## src/design/qmsm_pkg.sv

```systemverilog
// Shared types and constants for the quality mode state machine.
// Used by every module in the design folder; depends on nothing.
package qmsm_pkg;

  // Default width of the run-length counters.
  localparam int unsigned RunCountWidthDef = 8;

  // Width of one threshold register and of the configuration data.
  localparam int unsigned ThrWidth = 8;

  // Width of the configuration register index.
  localparam int unsigned CfgIdxWidth = 2;

  // Frame grades.
  typedef enum logic [1:0] {
    QUAL_GOOD     = 2'd0,
    QUAL_DEGRADED = 2'd1,
    QUAL_POOR     = 2'd2,
    QUAL_UNUSABLE = 2'd3
  } quality_e;

  // Operating modes.
  typedef enum logic [1:0] {
    MODE_NORMAL   = 2'd0,
    MODE_DEGRADED = 2'd1,
    MODE_FALLBACK = 2'd2,
    MODE_LOST     = 2'd3
  } mode_e;

  // Configuration register indexes.
  typedef enum logic [CfgIdxWidth-1:0] {
    CFG_DEGRADED_ENTER = 2'd0,
    CFG_POOR_ENTER     = 2'd1,
    CFG_UNUSABLE_ENTER = 2'd2,
    CFG_RECOVERY       = 2'd3
  } cfg_idx_e;

  // Threshold set handed from the register file to the mode logic.
  typedef struct packed {
    logic [ThrWidth-1:0] degraded_enter;
    logic [ThrWidth-1:0] poor_enter;
    logic [ThrWidth-1:0] unusable_enter;
    logic [ThrWidth-1:0] recovery;
  } qmsm_cfg_t;

  // Reset values of the thresholds.
  localparam logic [ThrWidth-1:0] DegradedEnterRst = 8'd3;
  localparam logic [ThrWidth-1:0] PoorEnterRst     = 8'd5;
  localparam logic [ThrWidth-1:0] UnusableEnterRst = 8'd10;
  localparam logic [ThrWidth-1:0] RecoveryRst      = 8'd5;

endpackage

```

## src/design/quality_mode_state_machine_unit.sv

```systemverilog
// Quality mode state machine: input register, mode logic and result register.
// Depends on qmsm_pkg, qmsm_cfg_regs and qmsm_mode_core.
//
// Usage:
//   Input channel: in_valid_i, in_stall_o and quality_i carry one frame grade
//   per item. Output channel: out_valid_o, out_stall_i, mode_o and
//   mode_changed_o carry one result item per input item, in order.
//   An item moves on an edge where valid is high and stall is low.
//   Configuration: cfg_we_i writes cfg_wdata_i into threshold cfg_idx_i
//   (0 degraded enter, 1 poor enter, 2 unusable enter, 3 recovery); write
//   only while the block is idle.
//   Pipeline: an accepted item is held in the input register; the mode logic
//   computes its result, which is loaded into the result register and taken
//   from there by the receiver.
//   Throughput: one item per cycle while the receiver does not stall; the mode
//   logic between the two registers computes the new counters and mode combinationally.
//   Stall: while the receiver stalls a held result, the result register
//   holds and one more item is still taken into the input register if it is
//   empty; after that in_stall_o rises until the result is taken.
//   Reset: mode returns to normal, all run counters clear, thresholds take
//   their defaults (3, 5, 10, 5) and both registers empty.
module quality_mode_state_machine_unit #(
  parameter int unsigned RunCountWidth = qmsm_pkg::RunCountWidthDef
) (
  input  logic                             clk_i,
  input  logic                             rst_ni,
  input  logic                             in_valid_i,
  output logic                             in_stall_o,
  input  logic [1:0]                       quality_i,
  output logic                             out_valid_o,
  input  logic                             out_stall_i,
  output logic [1:0]                       mode_o,
  output logic                             mode_changed_o,
  input  logic                             cfg_we_i,
  input  logic [qmsm_pkg::CfgIdxWidth-1:0] cfg_idx_i,
  input  logic [qmsm_pkg::ThrWidth-1:0]    cfg_wdata_i
);
  import qmsm_pkg::*;

  qmsm_cfg_t  cfg;
  logic       in_vld_q;
  logic [1:0] in_qual_q;
  logic       out_vld_q;
  logic [1:0] out_mode_q;
  logic       out_chg_q;
  logic       advance;
  logic       step;
  logic [1:0] mode_nxt;
  logic       chg_nxt;

  // The result register can load when empty or being taken this cycle.
  assign advance    = !out_vld_q || !out_stall_i;
  assign step       = in_vld_q && advance;
  assign in_stall_o = in_vld_q && !advance;

  qmsm_cfg_regs u_cfg (
    .clk_i       (clk_i),
    .rst_ni      (rst_ni),
    .cfg_we_i    (cfg_we_i),
    .cfg_idx_i   (cfg_idx_i),
    .cfg_wdata_i (cfg_wdata_i),
    .cfg_o       (cfg)
  );

  qmsm_mode_core #(
    .RunCountWidth (RunCountWidth)
  ) u_core (
    .clk_i          (clk_i),
    .rst_ni         (rst_ni),
    .step_i         (step),
    .quality_i      (in_qual_q),
    .cfg_i          (cfg),
    .mode_o         (mode_nxt),
    .mode_changed_o (chg_nxt)
  );

  // Input register valid bit.
  always_ff @(posedge clk_i or negedge rst_ni) begin
    if (!rst_ni) begin
      in_vld_q <= 1'b0;
    end else if (!in_stall_o) begin
      in_vld_q <= in_valid_i;
    end
  end

  // Input register payload.
  always_ff @(posedge clk_i) begin
    if (in_valid_i && !in_stall_o) begin
      in_qual_q <= quality_i;
    end
  end

  // Result register valid bit.
  always_ff @(posedge clk_i or negedge rst_ni) begin
    if (!rst_ni) begin
      out_vld_q <= 1'b0;
    end else if (advance) begin
      out_vld_q <= in_vld_q;
    end
  end

  // Result register payload.
  always_ff @(posedge clk_i) begin
    if (step) begin
      out_mode_q <= mode_nxt;
      out_chg_q  <= chg_nxt;
    end
  end

  assign out_valid_o    = out_vld_q;
  assign mode_o         = out_mode_q;
  assign mode_changed_o = out_chg_q;

endmodule

```

## src/design/qmsm_cfg_regs.sv

```systemverilog
// Threshold register file of the quality mode state machine.
// Depends on qmsm_pkg for the register indexes and the threshold struct.
module qmsm_cfg_regs (
  input  logic                             clk_i,
  input  logic                             rst_ni,
  input  logic                             cfg_we_i,
  input  logic [qmsm_pkg::CfgIdxWidth-1:0] cfg_idx_i,
  input  logic [qmsm_pkg::ThrWidth-1:0]    cfg_wdata_i,
  output qmsm_pkg::qmsm_cfg_t              cfg_o
);
  import qmsm_pkg::*;

  qmsm_cfg_t cfg_q, cfg_d;

  // Decode the write index and update the addressed threshold.
  always_comb begin
    cfg_d = cfg_q;
    if (cfg_we_i) begin
      case (cfg_idx_e'(cfg_idx_i))
        CFG_DEGRADED_ENTER: cfg_d.degraded_enter = cfg_wdata_i;
        CFG_POOR_ENTER:     cfg_d.poor_enter     = cfg_wdata_i;
        CFG_UNUSABLE_ENTER: cfg_d.unusable_enter = cfg_wdata_i;
        CFG_RECOVERY:       cfg_d.recovery       = cfg_wdata_i;
        default:            cfg_d = cfg_q;
      endcase
    end
  end

  // Threshold registers, reset to their documented defaults.
  always_ff @(posedge clk_i or negedge rst_ni) begin
    if (!rst_ni) begin
      cfg_q.degraded_enter <= DegradedEnterRst;
      cfg_q.poor_enter     <= PoorEnterRst;
      cfg_q.unusable_enter <= UnusableEnterRst;
      cfg_q.recovery       <= RecoveryRst;
    end else begin
      cfg_q <= cfg_d;
    end
  end

  assign cfg_o = cfg_q;

endmodule

```

## src/design/qmsm_mode_core.sv

```systemverilog
// Run-length counters and mode state machine of the quality mode block.
// Depends on qmsm_pkg for the grade and mode enums and the threshold struct.
module qmsm_mode_core #(
  parameter int unsigned RunCountWidth = qmsm_pkg::RunCountWidthDef
) (
  input  logic                clk_i,
  input  logic                rst_ni,
  input  logic                step_i,
  input  logic [1:0]          quality_i,
  input  qmsm_pkg::qmsm_cfg_t cfg_i,
  output logic [1:0]          mode_o,
  output logic                mode_changed_o
);
  import qmsm_pkg::*;

  // Compare width covers both the counters and the thresholds.
  localparam int unsigned CmpWidth = (RunCountWidth > ThrWidth) ? RunCountWidth : ThrWidth;

  mode_e mode_q, mode_d;
  logic [RunCountWidth-1:0] good_q, degr_q, poor_q, unus_q;
  logic [RunCountWidth-1:0] good_d, degr_d, poor_d, unus_d;

  // Saturating increment of a run counter.
  function automatic logic [RunCountWidth-1:0] bump(input logic [RunCountWidth-1:0] v);
    bump = (v == {RunCountWidth{1'b1}}) ? v : v + 1'b1;
  endfunction

  // Unsigned counter >= threshold, both zero-extended to a common width.
  function automatic logic reached(input logic [RunCountWidth-1:0] run,
                                   input logic [ThrWidth-1:0] thr);
    reached = CmpWidth'(run) >= CmpWidth'(thr);
  endfunction

  // Counter update: the current grade's run grows, the others clear.
  always_comb begin
    good_d = '0;
    degr_d = '0;
    poor_d = '0;
    unus_d = '0;
    case (quality_e'(quality_i))
      QUAL_GOOD:     good_d = bump(good_q);
      QUAL_DEGRADED: degr_d = bump(degr_q);
      QUAL_POOR:     poor_d = bump(poor_q);
      default:       unus_d = bump(unus_q);
    endcase
  end

  // Prioritized transition rules on the updated counters.
  always_comb begin
    mode_d = mode_q;
    case (mode_q)
      MODE_NORMAL: begin
        if (reached(unus_d, cfg_i.unusable_enter))      mode_d = MODE_LOST;
        else if (reached(poor_d, cfg_i.poor_enter))     mode_d = MODE_FALLBACK;
        else if (reached(degr_d, cfg_i.degraded_enter)) mode_d = MODE_DEGRADED;
      end
      MODE_DEGRADED: begin
        if (reached(unus_d, cfg_i.unusable_enter))  mode_d = MODE_LOST;
        else if (reached(poor_d, cfg_i.poor_enter)) mode_d = MODE_FALLBACK;
        else if (reached(good_d, cfg_i.recovery))   mode_d = MODE_NORMAL;
      end
      MODE_FALLBACK: begin
        if (reached(unus_d, cfg_i.unusable_enter)) mode_d = MODE_LOST;
        else if (reached(good_d, cfg_i.recovery))  mode_d = MODE_NORMAL;
        else if (reached(degr_d, cfg_i.recovery))  mode_d = MODE_DEGRADED;
      end
      default: begin
        if (reached(good_d, cfg_i.recovery))      mode_d = MODE_NORMAL;
        else if (reached(degr_d, cfg_i.recovery)) mode_d = MODE_DEGRADED;
        else if (reached(poor_d, cfg_i.recovery)) mode_d = MODE_FALLBACK;
      end
    endcase
  end

  // State registers advance once per processed item.
  always_ff @(posedge clk_i or negedge rst_ni) begin
    if (!rst_ni) begin
      mode_q <= MODE_NORMAL;
      good_q <= '0;
      degr_q <= '0;
      poor_q <= '0;
      unus_q <= '0;
    end else if (step_i) begin
      mode_q <= mode_d;
      good_q <= good_d;
      degr_q <= degr_d;
      poor_q <= poor_d;
      unus_q <= unus_d;
    end
  end

  assign mode_o         = mode_d;
  assign mode_changed_o = (mode_d != mode_q);

endmodule
```

## config.mk

```make
export PLATFORM = sky130hd
export DESIGN_NAME = quality_mode_state_machine_unit
export DESIGN_NICKNAME = d
export VERILOG_FILES = /design/src/design/qmsm_pkg.sv /design/src/design/quality_mode_state_machine_unit.sv /design/src/design/qmsm_cfg_regs.sv /design/src/design/qmsm_mode_core.sv
export SDC_FILE = /design/constraint.sdc
export NUM_CORES = 1
export LEC_CHECK = 0
export BUFFER_PORTS_ARGS = -buffer_cell sky130_fd_sc_hd__buf_2
export CAP_MARGIN = 30
export CORE_ASPECT_RATIO = 0.8
export CORE_UTILIZATION = 40
export DETAILED_ROUTE_END_ITERATION = 6
export GPL_ROUTABILITY_DRIVEN = 0
export PLACE_DENSITY = 0.54
export SKIP_LAST_GASP = 1
export SYNTH_ARGS = -nofsm -noshare
export SYNTH_HDL_FRONTEND = slang
export SYNTH_SLANG_ARGS = --single-unit
```

## constraint.sdc

```tcl
create_clock -name clk_i -period 3.7 [get_ports clk_i]
set_input_delay 0.185 -clock clk_i [delete_from_list [all_inputs] [get_ports clk_i]]
set_output_delay 0.185 -clock clk_i [all_outputs]
set_load 0.05 [all_outputs]
```

==> run_results.csv, run 1 <==
group,metric,value,unit
outcome,status,"finished clean",
clock_network,cts_num_sinks,73,
worst_setup_path,cp_max_fo,5,
worst_setup_path,arrival,3.50,ns
sta,slew_violations,0,
global_routing,met3_usage,0.0473,
hold_path,min_to,"in_qual_q[0]",
drt,vias_per_cell,5.30,
sta,slew_headroom,0.535,
clock_network,cts_root_buf,"clkbuf_16",
worst_setup_path,timing.rr.start,"u_core.degr_q[0]",
sta,skew,0.00762,ns
floorplanning,die_height,98.2,µm
drt,vias,3497,
sta,tns,0,ns
cells_and_area,seq_area,1860,µm²
sta,rsz0062_at_grt,"no",
cells_and_area,final_common_cell,"nand2_1",
synth,ys_ff_latch,73,
floorplanning,die_x,122,µm
sta,worst_slew_pin_slew,0.693,ns
drt,ant_nets,0,
placed_design,io_buffers,21,
cells_and_area,drive_gt1_frac,0.202,
synth,yosysWarnings,0,
global_routing,antenna_found_initial,0,
floorplanning,placementRows,34,
worst_setup_path,cpPeakStageDelay,0.40,ns
worst_setup_path,path_common_cell,"a31oi_1",
global_routing,busiest_layer,"met2",
sta,period_needed,3.42,ns
power_and_ir_drop,vdd_drop_max,227,µV
cells_and_area,diodes,0,
sta,max_freq,292,MHz
synth,synth_top_flop_cell,"dfrtp_1",
global_routing,track_usage,0.191,
global_routing,grt_first_pass_wirelength,17500,µm
power_and_ir_drop,p_leak,2.44,nW
run,drv_cap,0,
worst_setup_path,worstSetupPathType,"reg -> reg",
drt,dr.pass1.iters,5,
synth,synth_edf_count,5,
clock_network,clk_latency,0.34,ns
drt,routed_wl,10200,µm
synth,ys_types,53,
floorplanning,coreArea,11100,µm²
worst_setup_path,worstRegToRegCells,12,
clock_network,cts_buffers,9,
cells_and_area,layout_common_cells,"62 x nand2_1, 60 x dfrtp_1, 50 x ha_1",
synth,syn_avg_cell_area,9.70,µm²
global_routing,grt_overflow,0,
floorplanning,ios,22,
placed_design,postPlaceCellArea,4930,µm²
synth,syn_area,4630,µm²
synth,ys_seq_area_frac,0.402,
global_routing,grtUsageMet1,0.271,
drt,wl_per_cell,15.4,µm
placed_design,dp_hpwl,7780,µm
global_routing,grt_pass1_vias,3490,
sta,finalHoldViolCount,0,
worst_setup_path,cp_slowest_cell,"or2_2",
worst_setup_path,start_kind,"flop",
drt,drcViolationCount,0,
clock_network,cts_tree,"yes",
global_routing,grt_max_degree,47,
sta,min_period_over_period,0.924,
worst_setup_path,cp.depth,12,
clock_network,path_clk_slew,0.06,ns
worst_setup_path,cp-end-kind,"flop",
global_routing,use_met2,0.286,
cells_and_area,area_growth,14.3,%
worst_setup_path,cp_data_required_time,3.78,ns
clock_network,cts_buffer_depth,2,
worst_setup_path,crit_family,"compound AO/OA/AOI/OAI gates",
sta,finalSetupViolCount,0,
floorplanning,start_util,0.418,
worst_setup_path,r2r_slack,0.28,ns
synth,syn_inst,477,
worst_setup_path,cp.buffers_inverters,0,
cells_and_area,nets,578,
worst_setup_path,path_cells,"ha_1, nand4_1, or2_2, a31oi_1, ha_1, a21o_1, a31oi_1, o211ai_1, o2111ai_2, a31oi_1, nor3_2, mux2i_1",
synth,syn_nets,544,
cells_and_area,fill_cells,1055,
worst_setup_path,reg2reg_to,"mode_changed_o",
hold_path,hold_class,"in -> reg",
hold_path,whs_path_depth,1,
clock_network,h-tree-depth,3,
power_and_ir_drop,power_density,458,nW/µm²
floorplanning,dieArea,12000,µm²
drt,first_iter_violations,184,
cells_and_area,multi_input_area,2610,µm²
cells_and_area,design_area,5290,µm²
hold_path,holdCritStartpoint,"quality_i[0]",
synth,async_flop_share,0.932,
[report_power, final]
part	leakage [nW]	switching [mW]	internal [mW]
clock network	0.139	0.333	0.541
logic	1.40	0.324	0.225
registers	0.905	0.0685	0.928
[per-stage QoR]
step | cells | power [mW] | utilization | hold WS, ns | setup slack (ns)
2_1_floorplan | 477 | 1.40 | - | -0.111 | 0.542
3_3_place_gp | 640 | 1.55 | 0.446 | 0.226 | 0.311
6_report | 660 | 2.42 | 0.478 | 0.0256 | 0.279
3_5_place_dp | 640 | 1.56 | 0.446 | 0.223 | 0.241
4_1_cts | 657 | 2.45 | 0.474 | 0.0127 | 0.242
5_1_grt | 660 | 2.58 | 0.478 | 0.0157 | 0.0126
[cell type report]
class                           count  share of cell area
Clock buffer                       12              0.0466
Clock inverter                      4             0.00970
Inverter                           36              0.0256
Multi-Input combinational cell    358               0.494
Sequential cell                    73               0.352
Tap cell                          144              0.0341
Timing Repair Buffer               33              0.0374
[registers in the layout, indices dropped and copies added (netlist names)]
register        count
u_cfg.cfg_o        32
u_core.degr_q       8
u_core.good_q       8
u_core.poor_q       8
u_core.unus_q       8
in_qual_q           2
mode_o              2
u_core.mode_q       2
in_vld_q            1
mode_changed_o      1
out_valid_o         1
[per-layer routing]
layer / up-vias / part of all wire / wire, µm
li1: 1774 / - / -
met1: 1665 / 0.53 / 5360
met2: 48 / 0.43 / 4320
met3: 10 / 0.032 / 322
met4: 0 / 0.014 / 146
met5: - / 0 / 0
[worst reg2reg max path, cell delays in order, from the launching register on]
cell       delay [ns]
dfrtp_1          0.39
ha_1             0.22
nand4_1          0.19
or2_2            0.40
a31oi_1          0.34
ha_1             0.32
a21o_1           0.16
a31oi_1          0.24
o211ai_1         0.17
o2111ai_2        0.23
a31oi_1          0.14
nor3_2           0.26
mux2i_1          0.11
[synth_stat cells (2+ instances only)]
cell type / count / share of area
a211oi_1: 3 / 0.0049
a21o_1: 3 / 0.0049
a21oi_1: 8 / 0.0087
a31oi_1: 9 / 0.012
and3_2: 2 / 0.0032
clkbuf_1: 9 / 0.0073
dfrtp_1: 60 / 0.32
dfstp_2: 8 / 0.045
edfxtp_1: 5 / 0.032
ha_1: 50 / 0.14
inv_1: 35 / 0.028
mux2_2: 33 / 0.080
mux2i_1: 6 / 0.013
nand2_1: 62 / 0.050
nand2b_1: 12 / 0.016
nand3_1: 17 / 0.018
nand3b_1: 4 / 0.0065
nand4_1: 11 / 0.015
nor2_1: 36 / 0.029
nor2b_1: 2 / 0.0027
nor3_1: 8 / 0.0087
nor3b_1: 2 / 0.0032
o211a_1: 2 / 0.0043
o211ai_1: 3 / 0.0049
o21ai_0: 30 / 0.032
o31ai_1: 18 / 0.029
or2_2: 2 / 0.0027
xnor2_1: 3 / 0.0057
xor2_1: 10 / 0.019
[cells by family (layout without fill, tap and decap cells)]
logic type / after synthesis / in the layout / synth area share
compound gates: 89 / 89 / 0.133
fa+ha+maj: 50 / 50 / 0.135
mux: 40 / 40 / 0.0965
xor+xnor: 13 / 13 / 0.0246
flops: 73 / 73 / 0.402
buf+inv: 46 / 85 / 0.0373
simple gates: 166 / 166 / 0.171
[worst max-delay path by stage]
stage / from / end
6_report: u_core.degr_q[0] / mode_changed_o
2_1_floorplan: u_core.degr_q[0] / mode_changed_o
4_1_cts: u_core.poor_q[0] / mode_changed_o
5_1_grt: u_core.good_q[0] / mode_changed_o
3_5_place_dp: u_core.poor_q[0] / mode_changed_o
3_3_place_gp: u_core.degr_q[0] / mode_changed_o
[repair_timing]
item,CTS,global route
hold buffers,1,0
endpoints found under the setup margin,0,3
resized for setup,0,6
setup buffers,0,3
endpoints found under the hold margin,22,0
(Power assumes the default switching activity.)
==> run 2, diff against run 1 <==
Settings changed: SYNTH_HIERARCHICAL set to 1.
==> run 2 against run 1 <==
  * Maximum frequency down 2.0%
  * Synthesized area increased by 1.6%
  * Total power rose by 0.14%
  * Largest cell class unchanged
  * Register-to-register slack worse by 0.07 ns
  * Count of clock-buffer cells in the layout down 1
  * Clock skew fell by 0.0016 ns
  * Via count fell by 1.9%
  * Design area up 2.3%
  * Synthesized cell count down 6.5%
  * Highest routed layer unchanged
==> run_results.csv, run 2 <==
group,metric,value,unit
cells_and_area,design_area,5410,µm²
clock_network,h-tree-depth,3,
synth,synth_area_leaders,"dfrtp_1 32%, mux2_2 14%, ha_1 13%",
cells_and_area,nets,550,
floorplanning,placementRows,35,
drt,vias_per_cell,5.39,
worst_setup_path,r2r_slack,0.21,ns
synth,yosysWarnings,6,
global_routing,grt_overflow,0,
clock_network,cts_tree,"yes",
global_routing,grt_max_degree,49,
synth,syn_inst,446,
outcome,status,"finished clean",
floorplanning,start_util,0.410,
cells_and_area,post-route-util,0.471,
clock_network,clk_latency,0.34,ns
drt,dr.pass1.iters,4,
floorplanning,die_x,123,µm
worst_setup_path,cp_max_fo,6,
floorplanning,dieArea,12200,µm²
power_and_ir_drop,total_power,2.42,mW
worst_setup_path,cp_slowest_cell,"dfrtp_1",
cells_and_area,area_growth,15.0,%
run,drv_cap,0,
sta,period_needed,3.49,ns
drt,vias,3429,
sta,slew_violations,0,
sta,slew_headroom,0.509,
synth,ys_types,59,
synth,synth_top_flop_cell,"dfrtp_1",
worst_setup_path,path_cells,"ha_1, nand2_1, nor2_1, nand2_1, nand4_1, xor2_1, nor2_1, ha_1, nand3_1, nand2_1, a41oi_2, maj3_1, a2111oi_2, buf_4, a2111oi_4, o21ai_1",
power_and_ir_drop,vdd_drop_max,221,µV
placed_design,io_buffers,21,
cells_and_area,largest_register_ffs,32,
cells_and_area,drive_gt1_frac,0.273,
cells_and_area,seq_area,1860,µm²
worst_setup_path,crit_end,"mode_changed_o",
cells_and_area,layout_common_cells,"60 x dfrtp_1, 58 x mux2_2, 50 x ha_1",
worst_setup_path,worstSetupPathType,"reg -> reg",
global_routing,grt_pass1_vias,3310,
hold_path,hold_class,"in -> reg",
clock_network,cts_num_sinks,73,
worst_setup_path,arrival,3.57,ns
worst_setup_path,timing.rr.start,"u_core/degr_q[1]",
synth,syn_nets,513,
worst_setup_path,cp-startpoint,"u_core/degr_q[1]",
sta,skew,0.00606,ns
floorplanning,coreArea,11500,µm²
cells_and_area,multi_input_area,2730,µm²
synth,async_flop_share,0.932,
synth,ys_top_cells_by_count,"60 x dfrtp_1, 58 x mux2_2, 50 x ha_1, 38 x inv_1, 25 x nor2_1",
worst_setup_path,start_kind,"flop",
synth,yosysMostFrequentCell,"dfrtp_1",
worst_setup_path,worstRegToRegCells,16,
placed_design,dp_worst_setup_slack,0.186,ns
clock_network,cts_root_buf,"clkbuf_16",
synth,synth_edf_count,5,
power_and_ir_drop,p_leak,2.58,nW
sta,finalHoldViolCount,0,
sta,max_freq,286,MHz
synth,syn_area,4700,µm²
cells_and_area,final_common_cell,"dfrtp_1",
drt,wl_per_cell,16.4,µm
synth,ys_seq_area_frac,0.396,
floorplanning,die_height,99.0,µm
clock_network,cts_buffer_depth,2,
floorplanning,ios,22,
placed_design,postPlaceCellArea,5040,µm²
sta,finalSetupViolCount,0,
hold_path,holdCritStartpoint,"quality_i[0]",
worst_setup_path,cpPeakStageDelay,0.41,ns
sta,setup_slack,0.209,ns
sta,min_period_over_period,0.943,
worst_setup_path,cp-end-kind,"flop",
worst_setup_path,path_common_cell,"nand2_1",
worst_setup_path,reg2reg_to,"mode_changed_o",
synth,yosysTopAreaCell,"dfrtp_1",
synth,ys_ff_latch,73,
cells_and_area,fill_cells,1068,
clock_network,path_clk_slew,0.06,ns
synth,synth_top_cell_area_share,0.319,
power_and_ir_drop,power_density,448,nW/µm²
drt,routed_wl,10400,µm
synth,syn_avg_cell_area,10.5,µm²
drt,ant_nets,0,
global_routing,grt_first_pass_wirelength,17400,µm
clock_network,cts_buffers,9,
placed_design,dp_hpwl,7830,µm
global_routing,track_usage,0.190,
global_routing,antenna_found_initial,0,
drt,drcViolationCount,0,
cells_and_area,diodes,0,
sta,worst_slew_pin_slew,0.718,ns
drt,first_iter_violations,114,
worst_setup_path,cp_data_required_time,3.78,ns
==> run 2: changes by cell type after synthesis, moves of 5 or more <==
cell	previous run	this run
nand2_1	62	19
mux2_2	33	58
o31ai_1	18	3
o21ai_0	30	18
nor2_1	36	25
a21oi_1	8	15
and3_1	1	8
nand3_1	17	22
nor2b_1	2	7
==> run 2: worst min path at each step <==
| stage | endpoint | slack [ns] | cells past startpoint |
|---|---|---|---|
| floorplan | in_vld_q | -0.11 | 0 |
| global placement | u_core/mode_q[1] | 0.20 | 1 |
| detailed placement | u_core/mode_q[1] | 0.20 | 1 |
| CTS | in_qual_q[0] | 0.01 | 1 |
| global route | in_qual_q[0] | 0.0006 | 1 |
| finish | in_qual_q[0] | 0.02 | 1 |
==> run 2: layout make-up <==
cell class / instances / share of cell area
repair buffers: 32 / 0.0352
clock inverters: 5 / 0.00625
well taps: 148 / 0.0343
inverters: 38 / 0.0264
flip-flops and latches: 73 / 0.344
clock buffers: 11 / 0.0488
multi-input cells: 329 / 0.505
==> run 2: cells by family after synthesis <==
logic type	share of synthesized area
adder cells (fa/ha/maj)	0.138
buffers and inverters	0.0351
multiplexers	0.147
flip-flops	0.396
XOR/XNOR	0.0279
AND/OR/NAND/NOR	0.142
AO/OA/AOI/OAI	0.114
==> run 2: power by group <==
| group | switching, mW | internal, mW |
|---|---|---|
| registers | 0.0792 | 0.929 |
| logic | 0.309 | 0.234 |
| clock network | 0.356 | 0.516 |
| total | 0.744 | 1.68 |
==> run 2: per-layer routing <==
metal	track usage	wire, µm	up-vias
met4	0.0593	128	0
li1	-	-	1701
met2	0.275	4590	46
met1	0.278	5440	1674
met5	0	0	-
met3	0.0434	274	8
==> run 2: critical path, delay by kind of cell, from the launching register on <==
kind,cells,cell delay [ns]
simple gates,7,1.02
fa+ha+maj,3,0.80
compound gates,4,0.69
flops,1,0.41
xor+xnor,1,0.16
buf+inv,1,0.16
==> run 2: stage by stage <==
step / TNS, ns / std cells / hold WS (ns)
finish: 0 / 636 / 0.0196
global route: -0.141 / 636 / 0.000625
CTS: 0 / 634 / 0.0101
detailed placement: 0 / 617 / 0.203
global placement: 0 / 617 / 0.200
floorplan: 0 / 446 / -0.111
==> run 2: repair_timing <==
action / 4_1_cts / 5_1_grt
buffers inserted: 0 / 2
endpoints found under the setup margin: 0 / 4
gates resized for setup: 0 / 9
hold buffers: 1 / 0
hold endpoints to repair: 20 / 0
